==> config.mk <==
export PLATFORM = sky130hd
export DESIGN_NAME = arn_fifo
export DESIGN_NICKNAME = d
export VERILOG_FILES = /design/src/rtl/arn_pkg.sv /design/src/rtl/arn_fifo.sv
export VERILOG_INCLUDE_DIRS = /design/src /design/src/rtl
export SDC_FILE = /design/constraint.sdc
export NUM_CORES = 1
export LEC_CHECK = 0
export ABC_AREA = 0
export BUFFER_PORTS_ARGS = -buffer_cell sky130_fd_sc_hd__buf_2
export CAP_MARGIN = 20
export CORE_MARGIN = 5
export CORE_UTILIZATION = 60
export CTS_CLUSTER_DIAMETER = 200
export DETAILED_ROUTE_END_ITERATION = 8
export PLACE_DENSITY_LB_ADDON = 0.12
export SYNTH_ARGS = -nofsm -noshare
export SYNTH_HDL_FRONTEND = slang
export SYNTH_SLANG_ARGS = --single-unit
==> constraint.sdc <==
create_clock -name clk_i -period 7.3 [get_ports clk_i]
set_input_delay 0.365 -clock clk_i [delete_from_list [all_inputs] [get_ports clk_i]]
set_output_delay 0.365 -clock clk_i [all_outputs]
set_load 0.01 [all_outputs]
==> src/rtl/affine_residual_norm_defines.svh <==
// Assertion helpers shared by the RTL files.
`ifndef AFFINE_RESIDUAL_NORM_DEFINES_SVH
`define AFFINE_RESIDUAL_NORM_DEFINES_SVH

// A condition that must hold at every clock edge out of reset.
`define ARN_ASSERT_ALWAYS(label, clk, rstn, cond, msg) \
  label: assert property (@(posedge clk) disable iff (!(rstn)) (cond)) \
    else $error(msg);

// A consequent that must hold in the cycle after the antecedent.
`define ARN_ASSERT_NEXT(label, clk, rstn, ante, cons, msg) \
  label: assert property (@(posedge clk) disable iff (!(rstn)) (ante) |=> (cons)) \
    else $error(msg);

`endif

==> src/rtl/arn_pkg.sv <==
package arn_pkg;

  localparam int unsigned COORD_W  = 24;
  localparam int unsigned COEF_W   = 32;
  localparam int unsigned PROD_W   = COEF_W + COORD_W;
  localparam int unsigned FRAC_W   = 16;
  localparam int unsigned TERM_W   = PROD_W - FRAC_W;
  localparam int unsigned OFS_W    = COORD_W + 1;
  localparam int unsigned SUM_W    = TERM_W + 2;
  localparam int unsigned SQ_W     = 2 * COORD_W;

  localparam int unsigned ROOT_STEPS      = SQ_W / 2;
  localparam int unsigned STEPS_PER_STAGE = 2;
  localparam int unsigned ROOT_STAGES     = ROOT_STEPS / STEPS_PER_STAGE;
  localparam int unsigned ROOT_TOP        = SQ_W - 2;

  localparam int unsigned QUEUE_DEPTH = 4;
  localparam int unsigned QPTR_W      = $clog2(QUEUE_DEPTH);
  localparam int unsigned QCNT_W      = $clog2(QUEUE_DEPTH + 1);

  localparam int unsigned CFG_IDX_W  = 3;
  localparam int unsigned CFG_DATA_W = 32;

  localparam logic [CFG_IDX_W-1:0] CFG_M00     = 3'd0;
  localparam logic [CFG_IDX_W-1:0] CFG_M01     = 3'd1;
  localparam logic [CFG_IDX_W-1:0] CFG_M10     = 3'd2;
  localparam logic [CFG_IDX_W-1:0] CFG_M11     = 3'd3;
  localparam logic [CFG_IDX_W-1:0] CFG_SHIFT_X = 3'd4;
  localparam logic [CFG_IDX_W-1:0] CFG_SHIFT_Y = 3'd5;

  localparam logic signed [COEF_W-1:0]  COEF_ONE  = 32'sd65536;
  localparam logic signed [COEF_W-1:0]  COEF_ZERO = 32'sd0;
  localparam logic signed [COORD_W-1:0] SHIFT_RST = 24'sd0;

  localparam logic signed [SUM_W-1:0] SAT_MAX = 42'sd8388607;
  localparam logic signed [SUM_W-1:0] SAT_MIN = -42'sd8388608;

  // One queued correspondence: the four truncated products and the
  // combined offset (translation minus target) for each axis.
  typedef struct packed {
    logic signed [TERM_W-1:0] p00;
    logic signed [TERM_W-1:0] p01;
    logic signed [TERM_W-1:0] p10;
    logic signed [TERM_W-1:0] p11;
    logic signed [OFS_W-1:0]  ox;
    logic signed [OFS_W-1:0]  oy;
    logic                     last;
  } arn_pair_t;

  typedef struct packed {
    logic [SQ_W-1:0] rem;
    logic [SQ_W-1:0] root;
  } arn_root_t;

  // One step of the digit-by-digit square root; k counts from the top.
  function automatic arn_root_t root_step(arn_root_t s, int unsigned k);
    logic [SQ_W-1:0] b;
    logic [SQ_W:0]   trial;
    arn_root_t       r;
    b     = SQ_W'(1) << (ROOT_TOP - 2 * k);
    trial = {1'b0, s.root} + {1'b0, b};
    if ({1'b0, s.rem} >= trial) begin
      r.rem  = s.rem - trial[SQ_W-1:0];
      r.root = (s.root >> 1) + b;
    end else begin
      r.rem  = s.rem;
      r.root = s.root >> 1;
    end
    return r;
  endfunction

  function automatic arn_root_t root_stage(arn_root_t s, int unsigned stage);
    arn_root_t r;
    r = s;
    for (int unsigned j = 0; j < STEPS_PER_STAGE; j++) begin
      r = root_step(r, stage * STEPS_PER_STAGE + j);
    end
    return r;
  endfunction

endpackage

==> src/rtl/arn_fifo.sv <==
`include "affine_residual_norm_defines.svh"

module arn_fifo (
  input  logic                clk_i,
  input  logic                rst_ni,
  input  logic                push_valid_i,
  output logic                push_ready_o,
  input  arn_pkg::arn_pair_t  push_data_i,
  output logic                pop_valid_o,
  input  logic                pop_ready_i,
  output arn_pkg::arn_pair_t  pop_data_o
);

  arn_pkg::arn_pair_t                 mem_q [arn_pkg::QUEUE_DEPTH];
  logic [arn_pkg::QPTR_W-1:0]         wr_ptr_d, wr_ptr_q, rd_ptr_d, rd_ptr_q;
  logic [arn_pkg::QCNT_W-1:0]         count_d, count_q;
  logic                               push, pop;

  assign push_ready_o = count_q != arn_pkg::QCNT_W'(arn_pkg::QUEUE_DEPTH);
  assign pop_valid_o  = count_q != '0;
  assign push         = push_valid_i && push_ready_o;
  assign pop          = pop_valid_o && pop_ready_i;
  assign pop_data_o   = mem_q[rd_ptr_q];

  always_comb begin
    wr_ptr_d = push ? wr_ptr_q + 1'b1 : wr_ptr_q;
    rd_ptr_d = pop  ? rd_ptr_q + 1'b1 : rd_ptr_q;
    case ({push, pop})
      2'b10:   count_d = count_q + 1'b1;
      2'b01:   count_d = count_q - 1'b1;
      default: count_d = count_q;
    endcase
  end

  always_ff @(posedge clk_i or negedge rst_ni) begin
    if (!rst_ni) begin
      wr_ptr_q <= '0;
      rd_ptr_q <= '0;
      count_q  <= '0;
    end else begin
      wr_ptr_q <= wr_ptr_d;
      rd_ptr_q <= rd_ptr_d;
      count_q  <= count_d;
    end
  end

  always_ff @(posedge clk_i) begin
    if (push) begin
      mem_q[wr_ptr_q] <= push_data_i;
    end
  end

  `ARN_ASSERT_ALWAYS(a_count_bound, clk_i, rst_ni, count_q <= arn_pkg::QCNT_W'(arn_pkg::QUEUE_DEPTH), "queue fill count beyond depth")
  `ARN_ASSERT_NEXT(a_count_up, clk_i, rst_ni, push && !pop, count_q == arn_pkg::QCNT_W'($past(count_q) + 1'b1), "queue fill count missed a push")

endmodule

-- After elaboration in Yosys (flattened, before gate mapping)
Memories as Yosys holds them, arrays and structs flattened.
Index checks and enable logic that the tools add are counted.
- logic and storage cells: 18
- bits in writable memories: 844
- flip-flop bits (word level): 7
- input port bits: 215
- output and inout port bits: 213
- memories: 1
- memories (memory ; depth ; bits a word ; rd ports ; clocked after Yosys merged registers in ; write ports ; line ; RTL):
    mem_q ; 4 ; 211 ; 1 ; 0 ; 1 ; arn_fifo.sv:14 ; arn_pkg::arn_pair_t mem_q [arn_pkg::QUEUE_DEPTH];
- add/subtract/negate cells: 4
- equal/unequal tests: 3
- multiplexer cells: 3
- reductions and logical operators: 4
- operators by type and width (cell ; count):
    3-bit one-hot mux with 2 select lines ; 1
    2-bit by 1-bit adder with 2-bit output (second input constant) ; 2
    3-bit by 1-bit adder with 3-bit output (second input constant) ; 1
    3-bit != test (second input constant) ; 1
    3-bit nonzero test ; 1
    3-bit by 1-bit subtractor with 3-bit output (second input constant) ; 1
    2-bit by 1-bit equality test with 1-bit output (second input constant) ; 1
    2-bit equality test (second input constant) ; 1
    1-bit logical AND ; 2
    1-bit 2-to-1 mux ; 2
    2-bit nonzero test ; 1

-- Longest topological paths before layout
- depth in word-level cells: 4
- mapped depth: 9
- depth with buffers taken out: 9

-- Least setup slack after synthesis
Ideal clock, no wire load.
- path type: reg-to-reg
- from: reg count_q[2] (netlist name)
- to: mem mem_q[0][0] (netlist name) (enable)
- path buffers: 0
- clock period less this slack: 3.702 ns
- required time: 6.821 ns
- setup slack: 3.598 ns
- arrival time: 3.223 ns
- cell stages (with the launch flop): 3
- setup time: 0.479 ns
- cell sequence: dfrtp_1 > or3b_4 > and3_2
- cells in the longest elaborated chain, start to end: 4
- ends and longest elaborated chain (element ; line ; RTL):
    start, declared ; arn_fifo.sv:16 ; logic [arn_pkg::QCNT_W-1:0] count_d, count_q;
    start signal, assigned ; arn_fifo.sv:43 ; count_q <= count_d;
    3-bit != test ; arn_fifo.sv:19 ; assign push_ready_o = count_q != arn_pkg::QCNT_W'(arn_pkg::QUEUE_DEPTH);
    net push_ready_o ; arn_fifo.sv:7 ; output logic push_ready_o,
    1-bit logical AND ; arn_fifo.sv:21 ; assign push = push_valid_i && push_ready_o;
    1-bit 2-to-1 mux ; arn_fifo.sv:48 ; if (push) begin
    1-bit 2-to-1 mux (implied by the code) ; arn_fifo.sv:49 ; mem_q[wr_ptr_q] <= push_data_i;
    end, declared ; arn_fifo.sv:14 ;
The timed path passes the listed nets, and every way through them passes these cells.

==> metrics <==
y dimension of the die 237 um; deepest level of the CTS H-tree 3; First-pass DRT Iterations 6; post-detailed-route count of antenna-violating nets 0; post-synth top area cell sky130_fd_sc_hd__edfxtp_1; post-layout min period 3490 ps; Detailed Route WL 66.0 mm; Max-cap violations 0; Post-Syn Nets 1361; clock latency on the worst-skew pair 620 ps; area fraction in compound gates after synthesis 0.000324; R2R Setup Slk 4680 ps; core region area 51200 um2; simple-gate area share of the yosys netlist 0.00211; number of global-route vias before repair 15800; total negative setup slack 0 ps; mean instance size in the synthesized netlist 27.1 um2; row count 83; Final Hold Violating Endpoints 0; global-route wire length before repair 98.9 mm; I/O pins 428; cell area after synthesis 30900 um2; area overhead of the layout relative to synthesis 24.6%; non-filler instance count after layout 2581; initial antenna violation count 8; top cells by area in the synthesized netlist sky130_fd_sc_hd__edfxtp_1 (82%), sky130_fd_sc_hd__mux4_2 (15%), sky130_fd_sc_hd__buf_6 (0.69%), sky130_fd_sc_hd__dfrtp_1 (0.57%), sky130_fd_sc_hd__buf_2 (0.34%); slew at the pin closest to its max-slew limit 977 ps; initial core utilization 0.603; cell chosen for the clock root sky130_fd_sc_hd__clkbuf_16; Setup violations, final 0; die outline width 237 um; source of the critical timing path rd_ptr_q[0]; CTS Buf Count 82; Power per Cell Area 398 nW/um2; Setup crit end pop_data_o[99]; iteration-0 DRC count of the detailed router 1136; setup repair after global routing missed its margin false; type of element capturing the critical path output port; startpoint type of the worst setup path register; detail-routed via count per cell 5.77; fraction of synthesized cell area in xor and xnor cells 0.00170; HPWL reported at the end of detailed placement 37.1 mm; NumNets Final 2049; headroom to the max-slew limit 0.349; fill cell instance count of the final layout 2777; main combinational cell family by area after synthesis multiplexers; run status complete, no violations; Final Slew Violations 0; share of the clock period used by the worst path 0.478; max incr delay on CP 850 ps; Worst Skew 13.2 ps; clock transition at the registers of the reported paths 60 ps; share of synthesized cell area in full adder, half adder and majority cells 0.00267; fraction of synthesized area in multiplexers 0.155; RR Endpoint mem_q[0][90]; sequential share of the synthesized area 0.826; yosys warns 0; number of storage elements in the synthesis netlist 851; depth of the worst register-to-register path 3; list of cells traversed by the critical path buf_12 -> mux4_2 -> buf_2; DIE AREA 56100 um2; number of clock sinks 851; signal arrival time at the worst endpoint 3130 ps; quantity of gates resized following cts 0; worst min-delay path category input port to async pin; fraction of final layout cells sized beyond drive strength 1 0.406; post-detailed-route DRC marker count 0; maximum buffer depth of the clock tree 3; standby leakage power 13.2 nW; r2r startpoint count_q[2]; total congestion overflow 0; critical path's slowest cell sky130_fd_sc_hd__dfrtp_4; maximum fanout encountered on the critical timing path 106; maximum frequency from static timing analysis 286 MHz; largest net degree at the start of global routing 135; largest vdd supply drop 0.325 mV; required time at the worst-slack endpoint 6930 ps; synthesized netlist cell count 1140; area fraction of the dominant cell type after synthesis 0.820; GRT Resource Usage Total 0.236; Avg WL per Cell 25.6 um; Via Count 14900; number of placed instances, taps included 2212; path type of the worst setup path register to output port; Buffers on Ports 427; Final Wtd Congestion 0.769; CTS tree done; number of different library cells in the post-synthesis netlist 21
## stage by stage
step	power (W)	util	hold slack, ps	cell area [um2]	setup WS (ps)
after floorplan	0.00965	-	69.4	30900	3600
after global routing	0.0160	0.752	118	38500	3540
after global placement	0.0112	0.659	201	33700	4380
final	0.0153	0.752	117	38500	3810
after CTS	0.0155	0.752	73.7	38500	3710
after detailed placement	0.0112	0.659	207	33700	4380
## cell families (layout without fill, tap and decap cells)
group                      Yosys count  in the layout
buffers and inverters               54            807
AOI/OAI and AO/OA                    1              1
adders and majority gates            6              6
muxes                              213            213
and+or+nand+nor                      9              9
DFF                                851            851
other                                0              8
xor gates and xnor gates             6              6
## how the worst min path moves through the flow
stage / to / slack, ps
6_report: rd_ptr_q[0] / 120
5_1_grt: count_q[1] / 120
4_1_cts: count_q[1] / 70
3_5_place_dp: count_q[1] / 210
3_3_place_gp: count_q[2] / 200
2_1_floorplan: count_q[0] / 70
## where the power goes
group / leakage (nW) / switching [W] / total (W) / internal (W)
logic: 4.14 / 0.00245 / 0.00442 / 0.00197
clock network: 1.27 / 0.00170 / 0.00413 / 0.00243
registers: 7.81 / 0.000329 / 0.00679 / 0.00646
## synth_stat cells
master and count:
sky130_fd_sc_hd__or3b_4 1, sky130_fd_sc_hd__buf_4 4, sky130_fd_sc_hd__mux2i_1 1, sky130_fd_sc_hd__o31a_2 1
sky130_fd_sc_hd__or3_2 1, sky130_fd_sc_hd__mux4_2 211, sky130_fd_sc_hd__dfrtp_1 7, sky130_fd_sc_hd__xnor2_1 3
sky130_fd_sc_hd__clkbuf_1 4, sky130_fd_sc_hd__and2_4 1, sky130_fd_sc_hd__mux2_4 1, sky130_fd_sc_hd__fa_1 1
sky130_fd_sc_hd__edfxtp_1 844, sky130_fd_sc_hd__xor2_1 3, sky130_fd_sc_hd__nor2_1 1, sky130_fd_sc_hd__nand2_1 1
sky130_fd_sc_hd__and3_2 4, sky130_fd_sc_hd__inv_1 6, sky130_fd_sc_hd__buf_2 21, sky130_fd_sc_hd__ha_1 5
sky130_fd_sc_hd__buf_6 19
## cells in the final DEF, fill, tap and decap left out
cell type                       count
sky130_fd_sc_hd__and2_4             1
sky130_fd_sc_hd__diode_2            8
sky130_fd_sc_hd__nand2_1            1
sky130_fd_sc_hd__buf_4              6
sky130_fd_sc_hd__or3_2              1
sky130_fd_sc_hd__or3b_4             1
sky130_fd_sc_hd__clkbuf_16         87
sky130_fd_sc_hd__o31a_2             1
sky130_fd_sc_hd__mux2_4             1
sky130_fd_sc_hd__clkinv_2           6
sky130_fd_sc_hd__mux4_2           211
sky130_fd_sc_hd__clkinvlp_4         2
sky130_fd_sc_hd__xnor2_1            3
sky130_fd_sc_hd__ha_1               5
sky130_fd_sc_hd__clkbuf_1          21
sky130_fd_sc_hd__mux2i_1            1
sky130_fd_sc_hd__buf_12             7
sky130_fd_sc_hd__xor2_1             3
sky130_fd_sc_hd__and3_4             4
sky130_fd_sc_hd__buf_2            427
sky130_fd_sc_hd__dfrtp_1            5
sky130_fd_sc_hd__clkinv_1          22
sky130_fd_sc_hd__inv_1              6
sky130_fd_sc_hd__dfrtp_4            2
sky130_fd_sc_hd__nor2_1             1
sky130_fd_sc_hd__clkbuf_8           1
sky130_fd_sc_hd__edfxtp_1         844
sky130_fd_sc_hd__inv_6              1
sky130_fd_sc_hd__dlygate4sd3_1    212
sky130_fd_sc_hd__clkinv_4           2
sky130_fd_sc_hd__fa_1               1
sky130_fd_sc_hd__bufinv_16          7
## metal layers
| layer | wire length [um] | up-vias | global-route usage |
|---|---|---|---|
| li1 | - | 6368 | - |
| met1 | 24500 | 7802 | 0.312 |
| met2 | 34200 | 587 | 0.389 |
| met3 | 5190 | 140 | 0.0630 |
| met4 | 2050 | 4 | 0.0799 |
| met5 | 29 | - | 0 |
## flip-flops by register name, indices dropped and copies added (netlist names)
name	count
mem_q	844
count_q	3
rd_ptr_q	2
wr_ptr_q	2
## repair_timing
action,CTS,global route
endpoints found under the hold margin,851,0
hold buffers,212,0
buffers inserted,0,0
## worst max-delay path: cells and delay by family, from the launching register on
| kind | cells | cell delay [ps] |
|---|---|---|
| mux | 1 | 660 |
| buf+inv | 2 | 780 |
| flops | 1 | 850 |
## layout make-up
type	instances	area (um2)	area share
Inverter	6	22.5	0.000585
Antenna cell	8	20.0	0.000520
Clock inverter	40	364	0.00946
Tap cell	680	851	0.0221
Multi-Input combinational cell	235	5000	0.130
Sequential cell	851	25500	0.663
Timing Repair Buffer	652	4440	0.115
Clock buffer	109	2270	0.0590
Power figures use the tool's default switching activity.
