File: src/rtl/affine_residual_norm_defines.svh
// Assertion helpers shared by the RTL files.
`ifndef AFFINE_RESIDUAL_NORM_DEFINES_SVH
`define AFFINE_RESIDUAL_NORM_DEFINES_SVH

// A condition that must hold at every clock edge out of reset.
`define ARN_ASSERT_ALWAYS(label, clk, rstn, cond, msg) \
  label: assert property (@(posedge clk) disable iff (!(rstn)) (cond)) \
    else $error(msg);

// A consequent that must hold in the cycle after the antecedent.
`define ARN_ASSERT_NEXT(label, clk, rstn, ante, cons, msg) \
  label: assert property (@(posedge clk) disable iff (!(rstn)) (ante) |=> (cons)) \
    else $error(msg);

`endif

File: src/rtl/arn_pkg.sv
package arn_pkg;

  localparam int unsigned COORD_W  = 24;
  localparam int unsigned COEF_W   = 32;
  localparam int unsigned PROD_W   = COEF_W + COORD_W;
  localparam int unsigned FRAC_W   = 16;
  localparam int unsigned TERM_W   = PROD_W - FRAC_W;
  localparam int unsigned OFS_W    = COORD_W + 1;
  localparam int unsigned SUM_W    = TERM_W + 2;
  localparam int unsigned SQ_W     = 2 * COORD_W;

  localparam int unsigned ROOT_STEPS      = SQ_W / 2;
  localparam int unsigned STEPS_PER_STAGE = 2;
  localparam int unsigned ROOT_STAGES     = ROOT_STEPS / STEPS_PER_STAGE;
  localparam int unsigned ROOT_TOP        = SQ_W - 2;

  localparam int unsigned QUEUE_DEPTH = 4;
  localparam int unsigned QPTR_W      = $clog2(QUEUE_DEPTH);
  localparam int unsigned QCNT_W      = $clog2(QUEUE_DEPTH + 1);

  localparam int unsigned CFG_IDX_W  = 3;
  localparam int unsigned CFG_DATA_W = 32;

  localparam logic [CFG_IDX_W-1:0] CFG_M00     = 3'd0;
  localparam logic [CFG_IDX_W-1:0] CFG_M01     = 3'd1;
  localparam logic [CFG_IDX_W-1:0] CFG_M10     = 3'd2;
  localparam logic [CFG_IDX_W-1:0] CFG_M11     = 3'd3;
  localparam logic [CFG_IDX_W-1:0] CFG_SHIFT_X = 3'd4;
  localparam logic [CFG_IDX_W-1:0] CFG_SHIFT_Y = 3'd5;

  localparam logic signed [COEF_W-1:0]  COEF_ONE  = 32'sd65536;
  localparam logic signed [COEF_W-1:0]  COEF_ZERO = 32'sd0;
  localparam logic signed [COORD_W-1:0] SHIFT_RST = 24'sd0;

  localparam logic signed [SUM_W-1:0] SAT_MAX = 42'sd8388607;
  localparam logic signed [SUM_W-1:0] SAT_MIN = -42'sd8388608;

  // One queued correspondence: the four truncated products and the
  // combined offset (translation minus target) for each axis.
  typedef struct packed {
    logic signed [TERM_W-1:0] p00;
    logic signed [TERM_W-1:0] p01;
    logic signed [TERM_W-1:0] p10;
    logic signed [TERM_W-1:0] p11;
    logic signed [OFS_W-1:0]  ox;
    logic signed [OFS_W-1:0]  oy;
    logic                     last;
  } arn_pair_t;

  typedef struct packed {
    logic [SQ_W-1:0] rem;
    logic [SQ_W-1:0] root;
  } arn_root_t;

  // One step of the digit-by-digit square root; k counts from the top.
  function automatic arn_root_t root_step(arn_root_t s, int unsigned k);
    logic [SQ_W-1:0] b;
    logic [SQ_W:0]   trial;
    arn_root_t       r;
    b     = SQ_W'(1) << (ROOT_TOP - 2 * k);
    trial = {1'b0, s.root} + {1'b0, b};
    if ({1'b0, s.rem} >= trial) begin
      r.rem  = s.rem - trial[SQ_W-1:0];
      r.root = (s.root >> 1) + b;
    end else begin
      r.rem  = s.rem;
      r.root = s.root >> 1;
    end
    return r;
  endfunction

  function automatic arn_root_t root_stage(arn_root_t s, int unsigned stage);
    arn_root_t r;
    r = s;
    for (int unsigned j = 0; j < STEPS_PER_STAGE; j++) begin
      r = root_step(r, stage * STEPS_PER_STAGE + j);
    end
    return r;
  endfunction

endpackage

File: src/rtl/arn_out_if.sv
interface arn_out_if;
  logic                          valid;
  logic                          ready;
  logic [arn_pkg::COORD_W-1:0]   residual;
  logic                          last_out;

  modport source (output valid, residual, last_out, input ready);
  modport sink   (input valid, residual, last_out, output ready);
endinterface

File: src/rtl/arn_back.sv
`include "affine_residual_norm_defines.svh"

module arn_back (
  input  logic                clk_i,
  input  logic                rst_ni,
  input  logic                pop_valid_i,
  output logic                pop_ready_o,
  input  arn_pkg::arn_pair_t  pop_data_i,
  arn_out_if.source           out_o
);

  localparam int unsigned LastStage = arn_pkg::ROOT_STAGES - 1;

  logic                                 adv;
  logic signed [arn_pkg::SUM_W-1:0]     sum_x, sum_y;
  logic signed [arn_pkg::COORD_W-1:0]   sat_x, sat_y;
  logic [arn_pkg::COORD_W-1:0]          abs_x, abs_y;
  logic [arn_pkg::SQ_W-1:0]             sqr_x, sqr_y;

  logic                                 s0_v_q, s1_v_q, s2_v_q;
  logic                                 s0_last_q, s1_last_q, s2_last_q;
  logic signed [arn_pkg::COORD_W-1:0]   dx_q, dy_q;
  logic [arn_pkg::SQ_W-1:0]             sqx_q, sqy_q, mag_q;

  arn_pkg::arn_root_t                   root_init;
  arn_pkg::arn_root_t                   root_d [arn_pkg::ROOT_STAGES];
  arn_pkg::arn_root_t                   root_q [arn_pkg::ROOT_STAGES];
  logic [arn_pkg::ROOT_STAGES-1:0]      root_v_q, root_last_q;

  logic                                 out_v_q, out_last_q;
  logic [arn_pkg::COORD_W-1:0]          out_res_q;

  // The whole pipeline moves together; it holds only while the result waits.
  assign adv         = !out_v_q || out_o.ready;
  assign pop_ready_o = adv;

  assign sum_x = $signed({{2{pop_data_i.p00[arn_pkg::TERM_W-1]}}, pop_data_i.p00})
               + $signed({{2{pop_data_i.p01[arn_pkg::TERM_W-1]}}, pop_data_i.p01})
               + $signed({{(arn_pkg::SUM_W - arn_pkg::OFS_W){pop_data_i.ox[arn_pkg::OFS_W-1]}},
                          pop_data_i.ox});
  assign sum_y = $signed({{2{pop_data_i.p10[arn_pkg::TERM_W-1]}}, pop_data_i.p10})
               + $signed({{2{pop_data_i.p11[arn_pkg::TERM_W-1]}}, pop_data_i.p11})
               + $signed({{(arn_pkg::SUM_W - arn_pkg::OFS_W){pop_data_i.oy[arn_pkg::OFS_W-1]}},
                          pop_data_i.oy});

  always_comb begin
    if (sum_x > arn_pkg::SAT_MAX) begin
      sat_x = arn_pkg::SAT_MAX[arn_pkg::COORD_W-1:0];
    end else if (sum_x < arn_pkg::SAT_MIN) begin
      sat_x = arn_pkg::SAT_MIN[arn_pkg::COORD_W-1:0];
    end else begin
      sat_x = sum_x[arn_pkg::COORD_W-1:0];
    end
    if (sum_y > arn_pkg::SAT_MAX) begin
      sat_y = arn_pkg::SAT_MAX[arn_pkg::COORD_W-1:0];
    end else if (sum_y < arn_pkg::SAT_MIN) begin
      sat_y = arn_pkg::SAT_MIN[arn_pkg::COORD_W-1:0];
    end else begin
      sat_y = sum_y[arn_pkg::COORD_W-1:0];
    end
  end

  // The most negative value maps to its true magnitude as an unsigned word.
  assign abs_x = dx_q[arn_pkg::COORD_W-1] ? ~dx_q + 1'b1 : dx_q;
  assign abs_y = dy_q[arn_pkg::COORD_W-1] ? ~dy_q + 1'b1 : dy_q;
  assign sqr_x = abs_x * abs_x;
  assign sqr_y = abs_y * abs_y;

  always_comb begin
    root_init.rem  = mag_q;
    root_init.root = '0;
    root_d[0] = arn_pkg::root_stage(root_init, 0);
    for (int unsigned s = 1; s < arn_pkg::ROOT_STAGES; s++) begin
      root_d[s] = arn_pkg::root_stage(root_q[s-1], s);
    end
  end

  always_ff @(posedge clk_i or negedge rst_ni) begin
    if (!rst_ni) begin
      s0_v_q   <= 1'b0;
      s1_v_q   <= 1'b0;
      s2_v_q   <= 1'b0;
      root_v_q <= '0;
      out_v_q  <= 1'b0;
    end else if (adv) begin
      s0_v_q   <= pop_valid_i;
      s1_v_q   <= s0_v_q;
      s2_v_q   <= s1_v_q;
      root_v_q <= {root_v_q[arn_pkg::ROOT_STAGES-2:0], s2_v_q};
      out_v_q  <= root_v_q[LastStage];
    end
  end

  always_ff @(posedge clk_i) begin
    if (adv) begin
      dx_q        <= sat_x;
      dy_q        <= sat_y;
      s0_last_q   <= pop_data_i.last;
      sqx_q       <= sqr_x;
      sqy_q       <= sqr_y;
      s1_last_q   <= s0_last_q;
      mag_q       <= sqx_q + sqy_q;
      s2_last_q   <= s1_last_q;
      root_q      <= root_d;
      root_last_q <= {root_last_q[arn_pkg::ROOT_STAGES-2:0], s2_last_q};
      out_res_q   <= root_q[LastStage].root[arn_pkg::COORD_W-1:0];
      out_last_q  <= root_last_q[LastStage];
    end
  end

  assign out_o.valid    = out_v_q;
  assign out_o.residual = out_res_q;
  assign out_o.last_out = out_last_q;

  `ARN_ASSERT_NEXT(a_pop_enters, clk_i, rst_ni, adv, s0_v_q == $past(pop_valid_i), "popped item did not enter the first stage")
  `ARN_ASSERT_NEXT(a_stall_freeze, clk_i, rst_ni, !adv, out_v_q && $stable(root_v_q), "pipeline moved while the result was held")

endmodule
File: src/flat_wrapper.sv
// flat-port wrapper written by rule: the top's interface ports become plain ports
module arn_back_flat 
  (clk_i, rst_ni, pop_valid_i, pop_ready_o, pop_data_i, out_o_valid, out_o_residual, out_o_last_out, out_o_ready);
  arn_out_if out_o_i ();
  input  logic clk_i;
  input  logic rst_ni;
  input  logic pop_valid_i;
  output logic pop_ready_o;
  input  arn_pkg::arn_pair_t pop_data_i;
  output wire logic [$bits(out_o_i.valid)-1:0] out_o_valid;
  output wire logic [$bits(out_o_i.residual)-1:0] out_o_residual;
  output wire logic [$bits(out_o_i.last_out)-1:0] out_o_last_out;
  input wire logic [$bits(out_o_i.ready)-1:0] out_o_ready;
  assign out_o_valid = out_o_i.valid;
  assign out_o_residual = out_o_i.residual;
  assign out_o_last_out = out_o_i.last_out;
  assign out_o_i.ready = out_o_ready;
  arn_back u_core (.clk_i(clk_i), .rst_ni(rst_ni), .pop_valid_i(pop_valid_i), .pop_ready_o(pop_ready_o), .pop_data_i(pop_data_i), .out_o(out_o_i));
endmodule
File: config.mk
export PLATFORM = sky130hd
export DESIGN_NAME = arn_back_flat
export DESIGN_NICKNAME = d
export VERILOG_FILES = /design/src/rtl/arn_pkg.sv /design/src/rtl/arn_out_if.sv /design/src/rtl/arn_back.sv /design/src/flat_wrapper.sv
export VERILOG_INCLUDE_DIRS = /design/src /design/src/rtl
export SDC_FILE = /design/constraint.sdc
export NUM_CORES = 2
export LEC_CHECK = 0
export BUFFER_PORTS_ARGS = -buffer_cell sky130_fd_sc_hd__buf_2
export CAP_MARGIN = 0
export CORE_MARGIN = 1.5
export CORE_UTILIZATION = 42
export DETAILED_ROUTE_END_ITERATION = 10
export PLACE_DENSITY_LB_ADDON = 0.05
export SETUP_SLACK_MARGIN = 0.1
export SLEW_MARGIN = 25
export SYNTH_ARGS = -nofsm -noshare
export SYNTH_HDL_FRONTEND = slang
export SYNTH_SLANG_ARGS = --single-unit
File: constraint.sdc
create_clock -name clk_i -period 56.5 [get_ports clk_i]
set_clock_uncertainty 0.05 [all_clocks]
set_input_delay 8.475 -clock clk_i [delete_from_list [all_inputs] [get_ports clk_i]]
set_output_delay 8.475 -clock clk_i [all_outputs]
set_load 0.01 [all_outputs]
Word level (Yosys, flattened, before mapping)
Cells that the tools add are included.
{"block": "word_totals", "elab_cells": 188, "input_bits": 215, "ff_bits": 1328}
{"block": "op_classes", "reduce_logical": 2, "multipliers": 2, "n_mux": 28, "n_bitwise": 2, "add_sub_neg": 76, "n_lt_le_gt_ge": 28}
{"operator": "96-bit 2-to-1 mux", "count": 23}
{"operator": "48-bit by 49-bit >= comparator with 1-bit output", "count": 23}
{"operator": "48-bit subtractor", "count": 22}
{"operator": "24-bit 2-to-1 mux", "count": 5}
{"operator": "24-bit by 24-bit multiplier with 48-bit output", "count": 2}
{"operator": "41-bit by 25-bit adder with 42-bit output", "count": 2}
{"operator": "42-bit by 24-bit > comparator with 1-bit output (second input constant)", "count": 2}
{"operator": "42-bit by 24-bit less-than comparator with 1-bit output (second input constant)", "count": 2}
{"operator": "40-bit by 40-bit adder with 41-bit output", "count": 2}
{"operator": "24-bit by 1-bit adder with 24-bit output (second input constant)", "count": 3}
{"operator": "48-bit by 1-bit adder with 49-bit output (second input constant)", "count": 1}
{"operator": "48-bit by 11-bit adder with 49-bit output (second input constant)", "count": 1}
{"operator": "48-bit by 13-bit adder with 49-bit output (second input constant)", "count": 1}
{"operator": "48-bit by 15-bit adder with 49-bit output (second input constant)", "count": 1}
{"operator": "48-bit by 17-bit adder with 49-bit output (second input constant)", "count": 1}
{"operator": "48-bit by 19-bit adder with 49-bit output (second input constant)", "count": 1}
{"operator": "48-bit by 21-bit adder with 49-bit output (second input constant)", "count": 1}
{"operator": "48-bit by 23-bit adder with 49-bit output (second input constant)", "count": 1}
{"operator": "48-bit by 25-bit adder with 49-bit output (second input constant)", "count": 1}
{"operator": "48-bit by 27-bit adder with 49-bit output (second input constant)", "count": 1}
{"operator": "48-bit by 29-bit adder with 49-bit output (second input constant)", "count": 1}
{"operator": "48-bit by 3-bit adder with 49-bit output (second input constant)", "count": 1}
{"operator": "48-bit by 31-bit adder with 49-bit output (second input constant)", "count": 1}
{"operator": "48-bit by 33-bit adder with 49-bit output (second input constant)", "count": 1}
{"operator": "37 further kinds", "count": 38}

Logic depth before layout (Yosys ltp)
{"block": "depth", "word_depth": 6, "ltp_mapped": 38}

Least setup slack after synthesis
No wires, ideal clock.
{"block": "synth_path", "path_kind": "input-to-output", "startpoint": "input out_o_ready", "endpoint": "output pop_ready_o", "setup_slack_ns": 14.274, "arrival_ns": 33.701, "path_stages": 3, "cell_sequence": "nand2b_1 clkbuf_1 buf_1"}
{"block": "synth_between", "elab_chain_len": 1}
{"item": "start: declaration", "line_no": "flat_wrapper.sv:13", "rtl": "input wire logic [$bits(out_o_i.ready)-1:0] out_o_ready;"}
{"item": "1-bit logical OR", "line_no": "arn_back.sv:34", "rtl": "assign adv = !out_v_q || out_o.ready;"}
{"item": "end: declaration", "line_no": "flat_wrapper.sv:8", "rtl": "output logic pop_ready_o;"}
Every way passes these cells.

Worst setup path after layout
Same ends and word-level chain as after synthesis.

==> metrics.txt <==
Post-Synthesis Cells 9312; number of antenna violations at the first check in global routing 2; final slew viol count 0; Die Span Y ~470 µm; Starting DRT DRC Count approximately 4000; core area ~220000 µm²; RePlAce Congestion 0.875; CP required about 48 ns; Tightest Pin Transition between 1 and 1.5 ns; chip width 473 µm; Netlist cell types 97; HP Class reg2reg; top_reg_cell synth edfxtp_1; die area around 220000 µm²; yosys warns 0; layout cells sized above 1 0.0693; endpoint type of the worst setup path output port; CTS Sinks 930; IO Pins approximately 240; remaining global-route overflow 0; slowest CP cell nand2b_4; post-route ant nets 0; DP HPWL between 150000 and 200000 µm; residual DRC count 0; Fillers between 20000 and 25000; CTS Hold Bufs 0; post-synthesis sequential area ratio 0.301; Clk pin slew, worst setup/hold paths 0.05 ns; setup bufs post-CTS 0; Critical Path Max Stage Delay around 0.51 ns; via count approximately 66000; Rows roughly 170; DR pass1 iterations 5; min Tclk post-route ~18 ns; vias in the first global route approximately 68000; Post-Syn Area per Cell just under 10 µm²; crit start category primary input; Nets between 10000 and 15000; worst skew pair latency 0.76 ns; unrepaired setup endpoints after global routing false; Max FO, Critical Path 49; Resize count post-CTS 0; ys async rst share 0.0172; WP buf/inv 2; f_max ~56 MHz; number of synthesized flops with an enable pin slightly above 900; most frequent cells in the layout inv_1, fa_1, edfxtp_1, ha_1, nand2_1; Arr. time, crit path 9.33 ns; Post-Syn Area about 93000 µm²; fin crit share 0.316; most common cell after layout, fill and taps aside inv_1; status finished, final reports clean; Routed WL per cell between 15 and 20 µm; clock root cell clkbuf_16; max cap viols 0; CTS tree yes; port bufs between 200 and 250; most used cell, CP buf_2; routed wire length 242000 µm; synthesized flop and latch total 930; family with the most delay on the worst path simple AND/OR/NAND/NOR gates; largest net degree at the start of global routing 152; final setup fails 0; DR vias/cell ~5.3; Hold Vio Cnt, Final 0; max_slew headroom 0.301; fin area 101000 µm²; H-tree level count 3; crit path cell chain buf_2 > nand2b_4 > buf_2; Area growth syn-to-layout 9.19%; CP Class in2out; Num CTS Buffers around 110; Initial Util 0.422; Area after DPL 97600 µm²; global-route usage over all layers 0.217; first-pass GRT wire length approximately 380000 µm; CTS Buffer Depth 3; setup TNS 0 ns
[synthesized netlist by cell type (30+ instances only)]
library cell,instances,share of area
inv_1,1483,0.060
fa_1,942,0.20
edfxtp_1,914,0.30
ha_1,787,0.11
nand2_1,737,0.030
nor2_1,735,0.030
a21oi_1,534,0.029
xnor2_1,445,0.042
o21ai_0,310,0.017
a21o_1,243,0.020
xor2_1,241,0.023
clkbuf_1,173,0.0070
nand3_1,154,0.0083
nor3_1,147,0.0079
nor4_1,132,0.0089
nand4_1,86,0.0058
nor2b_1,77,0.0052
nand2b_1,75,0.0051
o21a_1,71,0.0058
and3_1,69,0.0047
mux2_2,69,0.0084
and2_1,60,0.0041
o21bai_1,58,0.0047
o31ai_1,53,0.0043
a211oi_1,49,0.0040
or3_1,48,0.0032
or2_2,46,0.0031
a31oi_1,37,0.0025
a21boi_0,30,0.0024
[routing by layer]
layer	up-vias	wire, µm	global-route usage	share of wire
li1	32100	-	-	-
met1	33000	106000	0.280	0.44
met2	1037	124000	0.393	0.51
met3	238	7530	0.0186	0.031
met4	0	4900	0.0502	0.020
met5	-	0	0	0
[cell families after synthesis]
family | after synthesis | share of synthesized area
other cells | 2 | 0.0000811
xor+xnor | 686 | 0.0649
compound gates | 1635 | 0.113
fa+ha+maj | 1729 | 0.310
simple gates | 2529 | 0.131
mux | 94 | 0.0111
buf+inv | 1707 | 0.0696
flops | 930 | 0.301
[final timing paths]
path | to | from | cells past startpoint | slack (ns)
worst max-delay path | pop_ready_o | out_o_ready | 3 | 38.64
worst min-delay path | u_core.root_last_q[5] | u_core.root_last_q[4] | 0 | 0.35
worst max register to register | u_core.sqy_q[40] | u_core.dy_q[0] | 36 | 45.21
worst min register to register | u_core.root_last_q[5] | u_core.root_last_q[4] | 0 | 0.35
max in group asynchronous | u_core.root_v_q[4] | rst_ni | 1 | 48.56
min in group asynchronous | u_core.s1_v_q | rst_ni | 1 | 7.58
[registers in the layout, indices dropped and copies added (netlist names)]
register / cells
u_core.dy_q: 24
u_core.out_o.last_out: 1
u_core.s1_v_q: 1
u_core.sqx_q: 47
u_core.s2_v_q: 1
u_core.root_v_q: 12
u_core.root_q: 684
u_core.sqy_q: 47
u_core.s0_last_q: 1
u_core.dx_q: 24
u_core.mag_q: 48
u_core.s2_last_q: 1
u_core.root_last_q: 12
u_core.out_o.valid: 1
u_core.s0_v_q: 1
u_core.out_o.residual: 24
u_core.s1_last_q: 1
[stage by stage]
stage                     instances  hold slack (ns)   util  setup WS [ns]
after floorplan                9348            0.350      -          14.27
after global placement        12300            0.351  0.444          38.59
after detailed placement      12300            0.355  0.444          38.59
after CTS                     12500            0.351  0.461          38.58
after global routing          12500            0.369  0.461          38.55
final                         12500            0.355  0.461          38.64
[final cells by class]
class                           instances  area, µm²  share of cell area
Inverter                             1496       5620              0.0555
Antenna cell                            3       7.51           0.0000742
Clock buffer                          126       2770              0.0274
Timing Repair Buffer                  330       1890              0.0187
Tap cell                             2871       3590              0.0355
Multi-Input combinational cell       6711      58600               0.580
Clock inverter                         70        772             0.00763
Sequential cell                       930      27800               0.275
Power is left out: the tool's default activity adds up to more than one toggle a clock period on the data nets, which glitch-free logic cannot reach.
